<file path="src/lrf_pkg.sv">
package lrf_pkg;

    // frame limits and link codes
    localparam int unsigned MAX_FRAME_DEF = 1024;
    localparam int unsigned LEN_W         = 11;
    localparam logic [7:0]  SYNC_BYTE     = 8'd170;
    localparam logic [7:0]  ACK_BYTE      = 8'd80;
    localparam logic [7:0]  CMD_SET_LEVEL = 8'd1;
    localparam int unsigned HEADER_BYTES  = 5;
    localparam logic [7:0]  FIXED_BYTES   = 8'd8;

    // queue between classifier and parser
    localparam int unsigned QUEUE_DEPTH = 4;
    localparam int unsigned QUEUE_AW    = $clog2(QUEUE_DEPTH);

    // host action codes
    localparam logic ACT_RX_BYTE = 1'b0;
    localparam logic ACT_HOST    = 1'b1;

    typedef struct packed {
        logic       action;
        logic [7:0] rx_byte;
        logic [7:0] cmd_kind;
        logic [7:0] new_level;
    } t_in;

    typedef struct packed {
        logic             tx_valid;
        logic [7:0]       tx_byte;
        logic             frame_valid;
        logic [7:0]       frame_byte;
        logic             frame_done;
        logic             frame_abort;
        logic [LEN_W-1:0] frame_length;
    } t_out;

    // class of a queued transaction
    typedef enum logic [1:0] {
        KIND_LEVEL,
        KIND_SYNC,
        KIND_DATA
    } t_kind;

    typedef struct packed {
        t_kind      kind;
        logic [7:0] data;
    } t_qent;

    // queue head as seen by the parser
    typedef struct packed {
        logic  valid;
        t_qent ent;
    } t_qhead;

    // parse phases of a frame
    typedef enum logic [4:0] {
        PH_HDR,
        PH_LVL_LEN,
        PH_LVL,
        PH_MSG_LEN,
        PH_MSG,
        PH_FIXED,
        PH_FILE_LEN,
        PH_FILE,
        PH_FUNC_LEN,
        PH_FUNC,
        PH_TAG_CNT,
        PH_TAG_LEN,
        PH_TAG,
        PH_DATA_CNT,
        PH_ITEM_TYPE,
        PH_NAME_LEN,
        PH_NAME,
        PH_VAL_LEN,
        PH_VAL,
        PH_DONE
    } t_phase;

endpackage

</file>
<file path="src/log_record_framer_core.sv">
// log record framer
// input channel: i_in_valid / o_in_stall with payload i_in_data; a transaction is
// either a byte from the serial link or a host command. output channel:
// o_out_valid / i_out_stall with payload o_out_data, at most one result per
// input transaction (sync acknowledge, passed frame byte with done/abort flags,
// or a level byte for the transmit side).
// throughput: one transaction per cycle while o_in_stall is low. a result is held
// first in the queue and then in the parser's output register after its input
// transaction is accepted.
// a four-entry queue sits between the classifier and the parser, so input keeps
// flowing for up to four transactions while the output is stalled; o_in_stall
// rises only when that queue is full. unknown host commands are dropped at the
// classifier and take no slot; bytes dropped while hunting still take a slot
// until the parser pops them.
// reset (synchronous, active low) empties the queue and the output register,
// puts the parser into hunting for the sync byte and clears the stored level.
module log_record_framer_core #(
    parameter int unsigned MAX_FRAME = lrf_pkg::MAX_FRAME_DEF
) (
    input  logic          i_clk,
    input  logic          i_rst_n,
    input  logic          i_in_valid,
    output logic          o_in_stall,
    input  lrf_pkg::t_in  i_in_data,
    output logic          o_out_valid,
    input  logic          i_out_stall,
    output lrf_pkg::t_out o_out_data
);
    import lrf_pkg::*;

    logic   keep;
    t_qent  ent;
    logic   q_full;
    t_qhead q_head;
    logic   q_pop;

    // classifier
    lrf_front u_front (
        .i_in   (i_in_data),
        .o_keep (keep),
        .o_ent  (ent)
    );

    // decoupling queue
    lrf_queue u_queue (
        .i_clk   (i_clk),
        .i_rst_n (i_rst_n),
        .i_push  (i_in_valid && keep),
        .i_ent   (ent),
        .o_full  (q_full),
        .o_head  (q_head),
        .i_pop   (q_pop)
    );

    assign o_in_stall = q_full;

    // frame parser and output register
    lrf_back #(
        .MAX_FRAME (MAX_FRAME)
    ) u_back (
        .i_clk       (i_clk),
        .i_rst_n     (i_rst_n),
        .i_head      (q_head),
        .o_pop       (q_pop),
        .o_out_valid (o_out_valid),
        .i_out_stall (i_out_stall),
        .o_out_data  (o_out_data)
    );

    // a done frame always carries its byte and the level reply
    assert property (@(posedge i_clk) disable iff (!i_rst_n)
        o_out_valid && o_out_data.frame_done |->
            o_out_data.frame_valid && o_out_data.tx_valid)
        else $error("frame_done without frame byte or level reply");

    // done and abort never together
    assert property (@(posedge i_clk) disable iff (!i_rst_n)
        o_out_valid |-> !(o_out_data.frame_done && o_out_data.frame_abort))
        else $error("frame_done and frame_abort together");

    // every result carries something
    assert property (@(posedge i_clk) disable iff (!i_rst_n)
        o_out_valid |-> (o_out_data.tx_valid || o_out_data.frame_valid))
        else $error("empty result");

    // the queue fills only behind a stalled output
    assert property (@(posedge i_clk) disable iff (!i_rst_n)
        $rose(o_in_stall) |-> $past(o_out_valid && i_out_stall))
        else $error("queue filled while output was free");

endmodule

</file>
<file path="src/lrf_front.sv">
module lrf_front (
    input  lrf_pkg::t_in   i_in,
    output logic           o_keep,
    output lrf_pkg::t_qent o_ent
);
    import lrf_pkg::*;

    // classify: level command, sync byte or plain byte; other commands are dropped
    always_comb begin
        o_keep     = 1'b1;
        o_ent.kind = KIND_DATA;
        o_ent.data = i_in.rx_byte;
        if (i_in.action == ACT_HOST) begin
            o_keep     = (i_in.cmd_kind == CMD_SET_LEVEL);
            o_ent.kind = KIND_LEVEL;
            o_ent.data = i_in.new_level;
        end else if (i_in.rx_byte == SYNC_BYTE) begin
            o_ent.kind = KIND_SYNC;
        end
    end

endmodule

</file>
<file path="src/lrf_queue.sv">
module lrf_queue (
    input  logic            i_clk,
    input  logic            i_rst_n,
    input  logic            i_push,
    input  lrf_pkg::t_qent  i_ent,
    output logic            o_full,
    output lrf_pkg::t_qhead o_head,
    input  logic            i_pop
);
    import lrf_pkg::*;

    t_qent                 r_mem [QUEUE_DEPTH];
    logic [QUEUE_AW-1:0]   r_wr_ptr;
    logic [QUEUE_AW-1:0]   r_rd_ptr;
    logic [QUEUE_AW:0]     r_count;
    logic                  do_push;
    logic                  do_pop;

    assign o_full       = (r_count == (QUEUE_AW+1)'(QUEUE_DEPTH));
    assign o_head.valid = (r_count != '0);
    assign o_head.ent   = r_mem[r_rd_ptr];
    assign do_push      = i_push && !o_full;
    assign do_pop       = i_pop && o_head.valid;

    // entry storage
    always_ff @(posedge i_clk) begin
        if (do_push) begin
            r_mem[r_wr_ptr] <= i_ent;
        end
    end

    // pointers and fill count
    always_ff @(posedge i_clk) begin
        if (!i_rst_n) begin
            r_wr_ptr <= '0;
            r_rd_ptr <= '0;
            r_count  <= '0;
        end else begin
            if (do_push) begin
                r_wr_ptr <= r_wr_ptr + 1'b1;
            end
            if (do_pop) begin
                r_rd_ptr <= r_rd_ptr + 1'b1;
            end
            if (do_push && !do_pop) begin
                r_count <= r_count + 1'b1;
            end else if (do_pop && !do_push) begin
                r_count <= r_count - 1'b1;
            end
        end
    end

endmodule

</file>
<file path="src/lrf_back.sv">
module lrf_back #(
    parameter int unsigned MAX_FRAME = lrf_pkg::MAX_FRAME_DEF
) (
    input  logic            i_clk,
    input  logic            i_rst_n,
    input  lrf_pkg::t_qhead i_head,
    output logic            o_pop,
    output logic            o_out_valid,
    input  logic            i_out_stall,
    output lrf_pkg::t_out   o_out_data
);
    import lrf_pkg::*;

    localparam int unsigned CW = $clog2(MAX_FRAME + 1);

    logic          r_hunting,     n_hunting;
    t_phase        r_phase,       n_phase;
    logic [7:0]    r_field_left,  n_field_left;
    logic [7:0]    r_tags_left,   n_tags_left;
    logic [7:0]    r_items_left,  n_items_left;
    logic [CW-1:0] r_byte_count,  n_byte_count;
    logic [7:0]    r_level,       n_level;
    logic          r_out_valid;
    t_out          r_out;

    logic          produce;
    t_out          res;
    logic [7:0]    b;
    logic [CW-1:0] cnt_inc;
    logic [7:0]    fl_dec;
    logic [7:0]    tl_dec;
    logic [7:0]    il_dec;
    t_phase        adv_phase;
    logic [7:0]    adv_fl;
    logic [7:0]    adv_tl;
    logic [7:0]    adv_il;

    // take the queue head whenever the output register is free or draining
    assign o_pop   = i_head.valid && (!r_out_valid || !i_out_stall);
    assign b       = i_head.ent.data;
    assign cnt_inc = r_byte_count + CW'(1);
    assign fl_dec  = r_field_left - 8'd1;
    assign tl_dec  = r_tags_left - 8'd1;
    assign il_dec  = r_items_left - 8'd1;

    // phase walk for one frame byte
    always_comb begin
        adv_phase = r_phase;
        adv_fl    = r_field_left;
        adv_tl    = r_tags_left;
        adv_il    = r_items_left;
        unique case (r_phase)
            PH_LVL_LEN: begin
                adv_fl    = b;
                adv_phase = (b != '0) ? PH_LVL : PH_MSG_LEN;
            end
            PH_LVL: begin
                adv_fl    = fl_dec;
                adv_phase = (fl_dec == '0) ? PH_MSG_LEN : PH_LVL;
            end
            PH_MSG_LEN: begin
                if (b != '0) begin
                    adv_fl    = b;
                    adv_phase = PH_MSG;
                end else begin
                    adv_fl    = FIXED_BYTES;
                    adv_phase = PH_FIXED;
                end
            end
            PH_MSG: begin
                if (fl_dec == '0) begin
                    adv_fl    = FIXED_BYTES;
                    adv_phase = PH_FIXED;
                end else begin
                    adv_fl    = fl_dec;
                end
            end
            PH_FIXED: begin
                adv_fl    = fl_dec;
                adv_phase = (fl_dec == '0) ? PH_FILE_LEN : PH_FIXED;
            end
            PH_FILE_LEN: begin
                adv_fl    = b;
                adv_phase = (b != '0) ? PH_FILE : PH_FUNC_LEN;
            end
            PH_FILE: begin
                adv_fl    = fl_dec;
                adv_phase = (fl_dec == '0) ? PH_FUNC_LEN : PH_FILE;
            end
            PH_FUNC_LEN: begin
                adv_fl    = b;
                adv_phase = (b != '0) ? PH_FUNC : PH_TAG_CNT;
            end
            PH_FUNC: begin
                adv_fl    = fl_dec;
                adv_phase = (fl_dec == '0) ? PH_TAG_CNT : PH_FUNC;
            end
            PH_TAG_CNT: begin
                adv_tl    = b;
                adv_phase = (b != '0) ? PH_TAG_LEN : PH_DATA_CNT;
            end
            PH_TAG_LEN: begin
                adv_fl = b;
                if (b != '0) begin
                    adv_phase = PH_TAG;
                end else begin
                    adv_tl    = tl_dec;
                    adv_phase = (tl_dec != '0) ? PH_TAG_LEN : PH_DATA_CNT;
                end
            end
            PH_TAG: begin
                adv_fl = fl_dec;
                if (fl_dec == '0) begin
                    adv_tl    = tl_dec;
                    adv_phase = (tl_dec != '0) ? PH_TAG_LEN : PH_DATA_CNT;
                end
            end
            PH_DATA_CNT: begin
                adv_il    = b;
                adv_phase = (b != '0) ? PH_ITEM_TYPE : PH_DONE;
            end
            PH_ITEM_TYPE: begin
                adv_phase = PH_NAME_LEN;
            end
            PH_NAME_LEN: begin
                adv_fl    = b;
                adv_phase = (b != '0) ? PH_NAME : PH_VAL_LEN;
            end
            PH_NAME: begin
                adv_fl    = fl_dec;
                adv_phase = (fl_dec == '0) ? PH_VAL_LEN : PH_NAME;
            end
            PH_VAL_LEN: begin
                adv_fl = b;
                if (b != '0) begin
                    adv_phase = PH_VAL;
                end else begin
                    adv_il    = il_dec;
                    adv_phase = (il_dec != '0) ? PH_ITEM_TYPE : PH_DONE;
                end
            end
            PH_VAL: begin
                adv_fl = fl_dec;
                if (fl_dec == '0) begin
                    adv_il    = il_dec;
                    adv_phase = (il_dec != '0) ? PH_ITEM_TYPE : PH_DONE;
                end
            end
            default: begin
                // header bytes, and any code that cannot occur
                adv_phase = (cnt_inc >= CW'(HEADER_BYTES)) ? PH_LVL_LEN : PH_HDR;
            end
        endcase
    end

    // frame state update and result forming
    always_comb begin
        n_hunting    = r_hunting;
        n_phase      = r_phase;
        n_field_left = r_field_left;
        n_tags_left  = r_tags_left;
        n_items_left = r_items_left;
        n_byte_count = r_byte_count;
        n_level      = r_level;
        produce      = 1'b0;
        res          = '0;
        if (o_pop) begin
            case (i_head.ent.kind)
                KIND_LEVEL: begin
                    n_level      = b;
                    produce      = 1'b1;
                    res.tx_valid = 1'b1;
                    res.tx_byte  = b;
                end
                KIND_SYNC: begin
                    produce      = 1'b1;
                    res.tx_valid = 1'b1;
                    res.tx_byte  = ACK_BYTE;
                    if (!r_hunting) begin
                        res.frame_abort  = 1'b1;
                        res.frame_length = LEN_W'(r_byte_count);
                    end
                    n_hunting    = 1'b0;
                    n_phase      = PH_HDR;
                    n_field_left = '0;
                    n_tags_left  = '0;
                    n_items_left = '0;
                    n_byte_count = '0;
                end
                KIND_DATA: begin
                    if (!r_hunting) begin
                        produce          = 1'b1;
                        res.frame_valid  = 1'b1;
                        res.frame_byte   = b;
                        res.frame_length = LEN_W'(cnt_inc);
                        if (adv_phase == PH_DONE) begin
                            res.tx_valid   = 1'b1;
                            res.tx_byte    = r_level;
                            res.frame_done = 1'b1;
                            n_hunting      = 1'b1;
                            n_phase        = PH_HDR;
                            n_field_left   = '0;
                            n_tags_left    = '0;
                            n_items_left   = '0;
                            n_byte_count   = '0;
                        end else if (cnt_inc >= CW'(MAX_FRAME)) begin
                            res.frame_abort = 1'b1;
                            n_hunting       = 1'b1;
                            n_phase         = PH_HDR;
                            n_field_left    = '0;
                            n_tags_left     = '0;
                            n_items_left    = '0;
                            n_byte_count    = '0;
                        end else begin
                            n_phase      = adv_phase;
                            n_field_left = adv_fl;
                            n_tags_left  = adv_tl;
                            n_items_left = adv_il;
                            n_byte_count = cnt_inc;
                        end
                    end
                end
                default: begin
                    produce = 1'b0;
                end
            endcase
        end
    end

    // parser state
    always_ff @(posedge i_clk) begin
        if (!i_rst_n) begin
            r_hunting    <= 1'b1;
            r_phase      <= PH_HDR;
            r_field_left <= '0;
            r_tags_left  <= '0;
            r_items_left <= '0;
            r_byte_count <= '0;
            r_level      <= '0;
        end else begin
            r_hunting    <= n_hunting;
            r_phase      <= n_phase;
            r_field_left <= n_field_left;
            r_tags_left  <= n_tags_left;
            r_items_left <= n_items_left;
            r_byte_count <= n_byte_count;
            r_level      <= n_level;
        end
    end

    // output register valid
    always_ff @(posedge i_clk) begin
        if (!i_rst_n) begin
            r_out_valid <= 1'b0;
        end else if (!r_out_valid || !i_out_stall) begin
            r_out_valid <= o_pop && produce;
        end
    end

    // output register payload
    always_ff @(posedge i_clk) begin
        if (o_pop && produce) begin
            r_out <= res;
        end
    end

    assign o_out_valid = r_out_valid;
    assign o_out_data  = r_out;

endmodule
</file>
<file path="config.mk">
export PLATFORM = sky130hd
export DESIGN_NAME = log_record_framer_core
export DESIGN_NICKNAME = d
export VERILOG_FILES = /design/src/lrf_pkg.sv /design/src/log_record_framer_core.sv /design/src/lrf_front.sv /design/src/lrf_queue.sv /design/src/lrf_back.sv
export SDC_FILE = /design/constraint.sdc
export NUM_CORES = 1
export LEC_CHECK = 0
export ABC_CLOCK_PERIOD_IN_PS = 6500
export BUFFER_PORTS_ARGS = -buffer_cell sky130_fd_sc_hd__buf_2
export CAP_MARGIN = 5
export CORE_MARGIN = 5
export CORE_UTILIZATION = 60
export DETAILED_ROUTE_END_ITERATION = 12
export HOLD_SLACK_MARGIN = 0.12
export MAX_ROUTING_LAYER = met4
export PLACE_DENSITY = 0.82
export SLEW_MARGIN = 40
export SYNTH_ARGS = -nofsm -noshare
export SYNTH_HDL_FRONTEND = slang
export SYNTH_SLANG_ARGS = --single-unit
</file>
<file path="constraint.sdc">
create_clock -name i_clk -period 6.5 [get_ports i_clk]
set_input_delay 1.625 -clock i_clk [delete_from_list [all_inputs] [get_ports i_clk]]
set_output_delay 1.625 -clock i_clk [all_outputs]
set_load 0.01 [all_outputs]
</file>
======== Yosys cells after proc, flatten, opt, wreduce, memory -nomap -nowiden ========
Memories as Yosys holds them, arrays and structs flattened. A register that Yosys moved wholly into a read port is not among the register bits.
Index checks and enable logic that the tools add are counted.
word-level totals
  bits in read-only memories .............. 0
  register bits ........................... 88
  memories kept ........................... 1
  word-level logic and storage cells ...... 169
  RAM bits ................................ 40
  bits in latches ......................... 0
  bits of input ports ..................... 29
cells by class
  equal/unequal tests ..................... 32
  shift-type cells ........................ 0
  div/mod/pow operators ................... 0
  multiplexer cells ....................... 74
  $lt $le $gt $ge ......................... 2
  bitwise logic cells ..................... 2
  reduce and logical (&&, ||, !) cells .... 32
  $add $sub $neg .......................... 8
  multiply operators ...................... 0
memories
  memory         depth  bits a word  rd ports  clocked after Yosys merged registers in  write ports  RTL line         text
  u_queue.r_mem  4      10           1         1                                        1            lrf_queue.sv:12  t_qent r_mem [QUEUE_DEPTH];
operators by type and width
  kind                                                                number
  8-bit two-way mux                                                   16
  5-bit case mux with 18 select lines                                 1
  5-bit two-way mux                                                   10
  8-bit case mux with 2 select lines                                  3
  8-bit case mux with 3 select lines                                  2
  5-bit by 4-bit == test with 1-bit output, second input constant     8
  11-bit two-way mux                                                  3
  8-bit case mux with 4 select lines                                  1
  31-bit two-way mux                                                  1
  9-bit case mux with 3 select lines                                  1
  12-bit case mux with 2 select lines                                 1
  8-bit nonzero test                                                  3
  8-bit by 1-bit subtractor with 8-bit output, second input constant  3
  11-bit case mux with 2 select lines                                 1
  5-bit by 3-bit == test with 1-bit output, second input constant     4
  5-bit == test, second input constant                                4
  1-bit two-way mux                                                   16
  2-bit two-way mux                                                   7
  12-bit two-way mux                                                  1
  3-bit two-way mux                                                   4
  6-bit by 4-bit != test with 1-bit output, second input constant     2
  6-bit AND reduction                                                 2
  11-bit by 1-bit adder with 11-bit output, second input constant     1
  11-bit greater-or-equal comparator, second input constant           1
  34 further kinds                                                    54

======== Depth between registers and ports, before layout ========
  word-level depth ........................ 9
  mapped depth ............................ 13
  depth with buffers taken out ............ 11

======== By module ========
A second synthesis with hierarchy kept.
second synthesis, totals
  cells, all modules ...................... 757
  area total of the unflattened synthesis .. 7,324.5 sq um
by module, submodules not included
  module                  seq. area each (sq um)  times used  area each (sq um)  cells an instance
  lrf_back                1,931.9                 1           5,228.8            640
  lrf_queue               1,381.3                 1           1,926.8            100
  lrf_front               0.0                     1           162.7              16
  log_record_framer_core  0.0                     1           6.3                1

======== Worst setup path after synthesis ========
No wires, ideal clock.
  path type ............................... input to register
  start point ............................. in i_out_stall
  end point ............................... reg u_back.r_out (netlist bit u_back.o_out_data[0]), enable pin
  data required time ...................... 6,031 ps
  path buffers ............................ 0
  arrival time ............................ 4,367 ps
  cell stages on the path ................. 4
  slack ................................... 1,664 ps
  library setup time ...................... 469 ps
  path through ............................ nand2_1 o31a_1 inv_1 a211oi_1
on the way
  word-level cells in the longest chain between the ends .. 5
ends and longest elaborated chain
  item                    RTL line                      text
  start: declaration      log_record_framer_core.sv:26  input logic i_out_stall,
  1-bit zero test *       lrf_back.sv:39                assign o_pop = i_head.valid && (!r_out_valid || !i_out_stall);
  1-bit logical OR *      lrf_back.sv:39
  1-bit logical AND *     lrf_back.sv:39
  1-bit two-way mux       lrf_back.sv:167               if (o_pop) begin
  1-bit logical AND *     lrf_back.sv:262               if (o_pop && produce) begin
  end signal: assignment  lrf_back.sv:263               r_out <= res;
  end: declaration        lrf_back.sv:24                t_out r_out;
Mark *: on every way between the ends. The rest lies on a longest branch, timed or not.
A chain may end at the register's enable or synchronous reset.

==> flow_metrics.py <==
metrics = {
    "synthesis": {
        "ys_seq_elements": 130,
        "synth-edff-count": 71,
        "syn_avg_cell_area_um2": 9.64,
        "synth-main-ff-cell": "edfxtp_1",
        "synth_top_family_by_area": "simple AND/OR/NAND/NOR gates",
        "ys_types": 85,
        "synth_fa_ha_area_frac": 0.0330,
        "syn_inst": 771,
        "synth_xor_area_frac": 0.0189,
        "synth.area.mux_share": 0.0510,
        "synth_async_sr_flop_share": 0,
        "synth-simple-area-share": 0.211,
        "ys.warnings.count": 0,
        "synth-seq-area-share": 0.446,
        "synth_nets": 819,
        "synth_area_um2": 7430,
        "synth_compound_area_frac": 0.198,
    },
    "floorplan": {
        "core_um2": 12100,
        "die_h_um": 121,
        "die_x_um": 121,
        "initial_core_util": 0.616,
        "num_rows": 40,
        "boundaryPins": 62,
        "dieArea_um2": 14700,
    },
    "worst_setup_path": {
        "path_cells": "mux4_2, nor4_4, nand2_1, and3_4, a2111oi_4, o31ai_4, a21oi_4, a21o_1, a22o_1",
        "cp.arrival_ns": 4.49,
        "max_stage_delay_ns": 0.73,
        "cp_max_fo": 23,
        "worst_path_max_delay_cell": "dfxtp_1",
        "end_kind": "flop",
        "cp-start-kind": "flop",
        "worstSetupPathType": "reg2reg",
        "cp.required_ns": 6.86,
        "rr_worst_depth": 9,
    },
    "clock_tree": {
        "clock_latency_ns": 0.42,
        "clkSlewWorstSetupHoldPaths_ns": 0.06,
        "cts_buffers": 17,
        "cts_buffer_depth": 2,
        "postCtsSetupRepairBufs": 0,
        "cts_hold_buf": 0,
        "clock-root-buffer": "clkbuf_16",
        "cts_max_level": 4,
        "ctsResizeCount": 0,
        "cts.sinks": 130,
        "cts_tree": "built",
    },
    "worst_hold_path": {
        "hp-class": "reg2reg",
        "min_path_cells": 2,
    },
    "run": {
        "maxCapViolations": 0,
    },
    "finish": {
        "final_area_um2": 8410,
        "drive_above_1_share": 0.177,
        "fin_nets": 855,
        "n_antenna_cell": 0,
        "syn_to_final_growth_pct": 13.1,
        "fillers": 874,
        "final_common_cell": "nor2_1",
        "final_cell_mix": "nor2_1 (74), edfxtp_1 (71), nand2_1 (64)",
    },
    "sta": {
        "relSlewSlack": 0.495,
        "skew_ns": 0.00647,
        "worst_pin_slew_ns": 0.758,
        "clock.fmax_mhz": 242,
        "finalHoldViolCount": 0,
        "finalSetupViolations": 0,
        "rsz0062_at_grt": "false",
        "finalSetupTns_ns": 0,
        "drv_slew": 0,
        "fin_crit_sh": 0.636,
        "final.min_clock_period_ns": 4.13,
    },
    "routing": {
        "via_count": 6458,
        "dr.first_iter.drc_count": 1089,
        "post_drt_wl_per_cell_um": 19.8,
        "drc": 0,
        "dr.pass1.iters": 6,
        "vias_per_cell": 6.54,
        "ant_nets": 0,
        "wl_mm": 19.6,
    },
    "place": {
        "placed_cell_area_um2": 7780,
        "gp_congestion": 0.994,
        "io_buffers": 61,
        "dp_hpwl_mm": 13.6,
    },
    "power": {
        "ir_drop_mv": 0.262,
        "clock_power_share": 0.333,
        "pwr_density_cell_nw_per_um2": 357,
        "power.switching_mw": 1.04,
        "p_leak_nw": 3.02,
        "switching_share": 0.346,
        "comb_power_share": 0.299,
        "p_int_mw": 1.96,
        "pwr-share-seq": 0.369,
    },
    "global_routing": {
        "grt_pass1_wl_mm": 31.8,
        "overflow": 0,
        "grt_max_degree": 33,
        "antenna_found_initial": 0,
        "track_usage": 0.280,
        "grt_pass1_vias": 6167,
    },
    "run_status": {
        "status": "completed",
    },
}
==> power by group through the flow <==
stage	Sequential (mW)	Clock [mW]	Combinational, mW
6_report	1.10	0.997	0.896
3_3_place_gp	1.11	0	0.844
2_1_floorplan	1.13	0	0.585
5_1_grt	1.12	1.04	0.970
3_5_place_dp	1.12	0	0.863
4_1_cts	1.11	1.00	0.876
==> critical path, delay by kind of cell (launching register included) <==
kind,cells,cell delay [ns]
multiplexers,1,0.71
flip-flops,1,0.73
AND/OR/NAND/NOR,3,0.94
AO/OA/AOI/OAI,5,1.66
==> cells in the mapped netlist, types with 9 or more instances <==
library cell | n | area share
nor2_1 | 74 | 0.037
edfxtp_1 | 71 | 0.29
nand2_1 | 64 | 0.032
dfxtp_1 | 59 | 0.16
a21oi_1 | 56 | 0.038
clkbuf_1 | 34 | 0.017
o21ai_0 | 34 | 0.023
nand3_1 | 32 | 0.022
a31oi_1 | 27 | 0.023
inv_1 | 27 | 0.014
nor3_1 | 20 | 0.013
and3_1 | 18 | 0.015
ha_1 | 18 | 0.030
a22oi_1 | 16 | 0.016
nor2b_1 | 12 | 0.010
mux2_2 | 11 | 0.017
xnor2_1 | 11 | 0.013
mux4_2 | 10 | 0.030
a22o_1 | 9 | 0.011
and2_1 | 9 | 0.0076
nand2b_1 | 9 | 0.0076
==> stage by stage <==
stage / setup slack [ns] / hold slack, ns / util / instances / total power, mW
2_1_floorplan: 1.66 / 0.436 / - / 771 / 1.72
3_3_place_gp: 2.15 / 0.441 / 0.645 / 956 / 1.96
3_5_place_dp: 2.16 / 0.447 / 0.645 / 956 / 1.98
4_1_cts: 2.35 / 0.455 / 0.696 / 988 / 2.98
5_1_grt: 2.02 / 0.486 / 0.697 / 988 / 3.13
6_report: 2.37 / 0.459 / 0.697 / 988 / 3.00
==> layout make-up <==
type	count	area (µm²)	area share
multi-input cells	565	3820	0.455
well taps	168	210	0.0250
clock inverters	14	185	0.0220
inverters	28	105	0.0125
repair buffers	65	335	0.0399
clock buffers	18	429	0.0510
flip-flops and latches	130	3320	0.395
==> state kept, by name, indices dropped and copies added (netlist names), named ones only <==
| signal | flops |
|---|---|
| u_back.r_items_left | 8 |
| u_back.r_tags_left | 8 |
| u_back.r_field_left | 8 |
| u_back.r_hunting | 1 |
| u_back.o_out_valid | 1 |
| u_queue.r_rd_ptr | 2 |
| u_back.r_byte_count | 11 |
| u_queue.r_mem | 40 |
| u_back.o_out_data | 31 |
| u_queue.r_count | 3 |
| u_back.r_level | 8 |
| u_queue.r_wr_ptr | 2 |
| u_back.r_phase | 5 |
==> logic make-up after synthesis <==
| logic type | Yosys count |
|---|---|
| AOI/OAI and AO/OA | 213 |
| xor gates and xnor gates | 16 |
| adders and majority gates | 19 |
| buffers and inverters | 76 |
| DFF | 130 |
| muxes | 24 |
| and+or+nand+nor | 293 |
==> worst paths after layout <==
check	slack, ns	from	endpoint
worst max-delay path	2.37	flop	u_back.r_tags_left[6]
worst min-delay path	0.46	u_back.r_level[6]	u_back.r_level[6]
worst max register to register	2.37	flop	u_back.r_tags_left[6]
worst min register to register	0.46	u_back.r_level[6]	u_back.r_level[6]
==> metal layers <==
| layer | wire length (µm) | vias up | track usage |
|---|---|---|---|
| met2 | 9680 | 333 | 0.441 |
| met4 | 473 | 0 | 0.0959 |
| li1 | - | 2974 | - |
| met1 | 8020 | 3101 | 0.359 |
| met5 | 0 | - | - |
| met3 | 1420 | 50 | 0.0653 |
(Power assumes the default switching activity.)
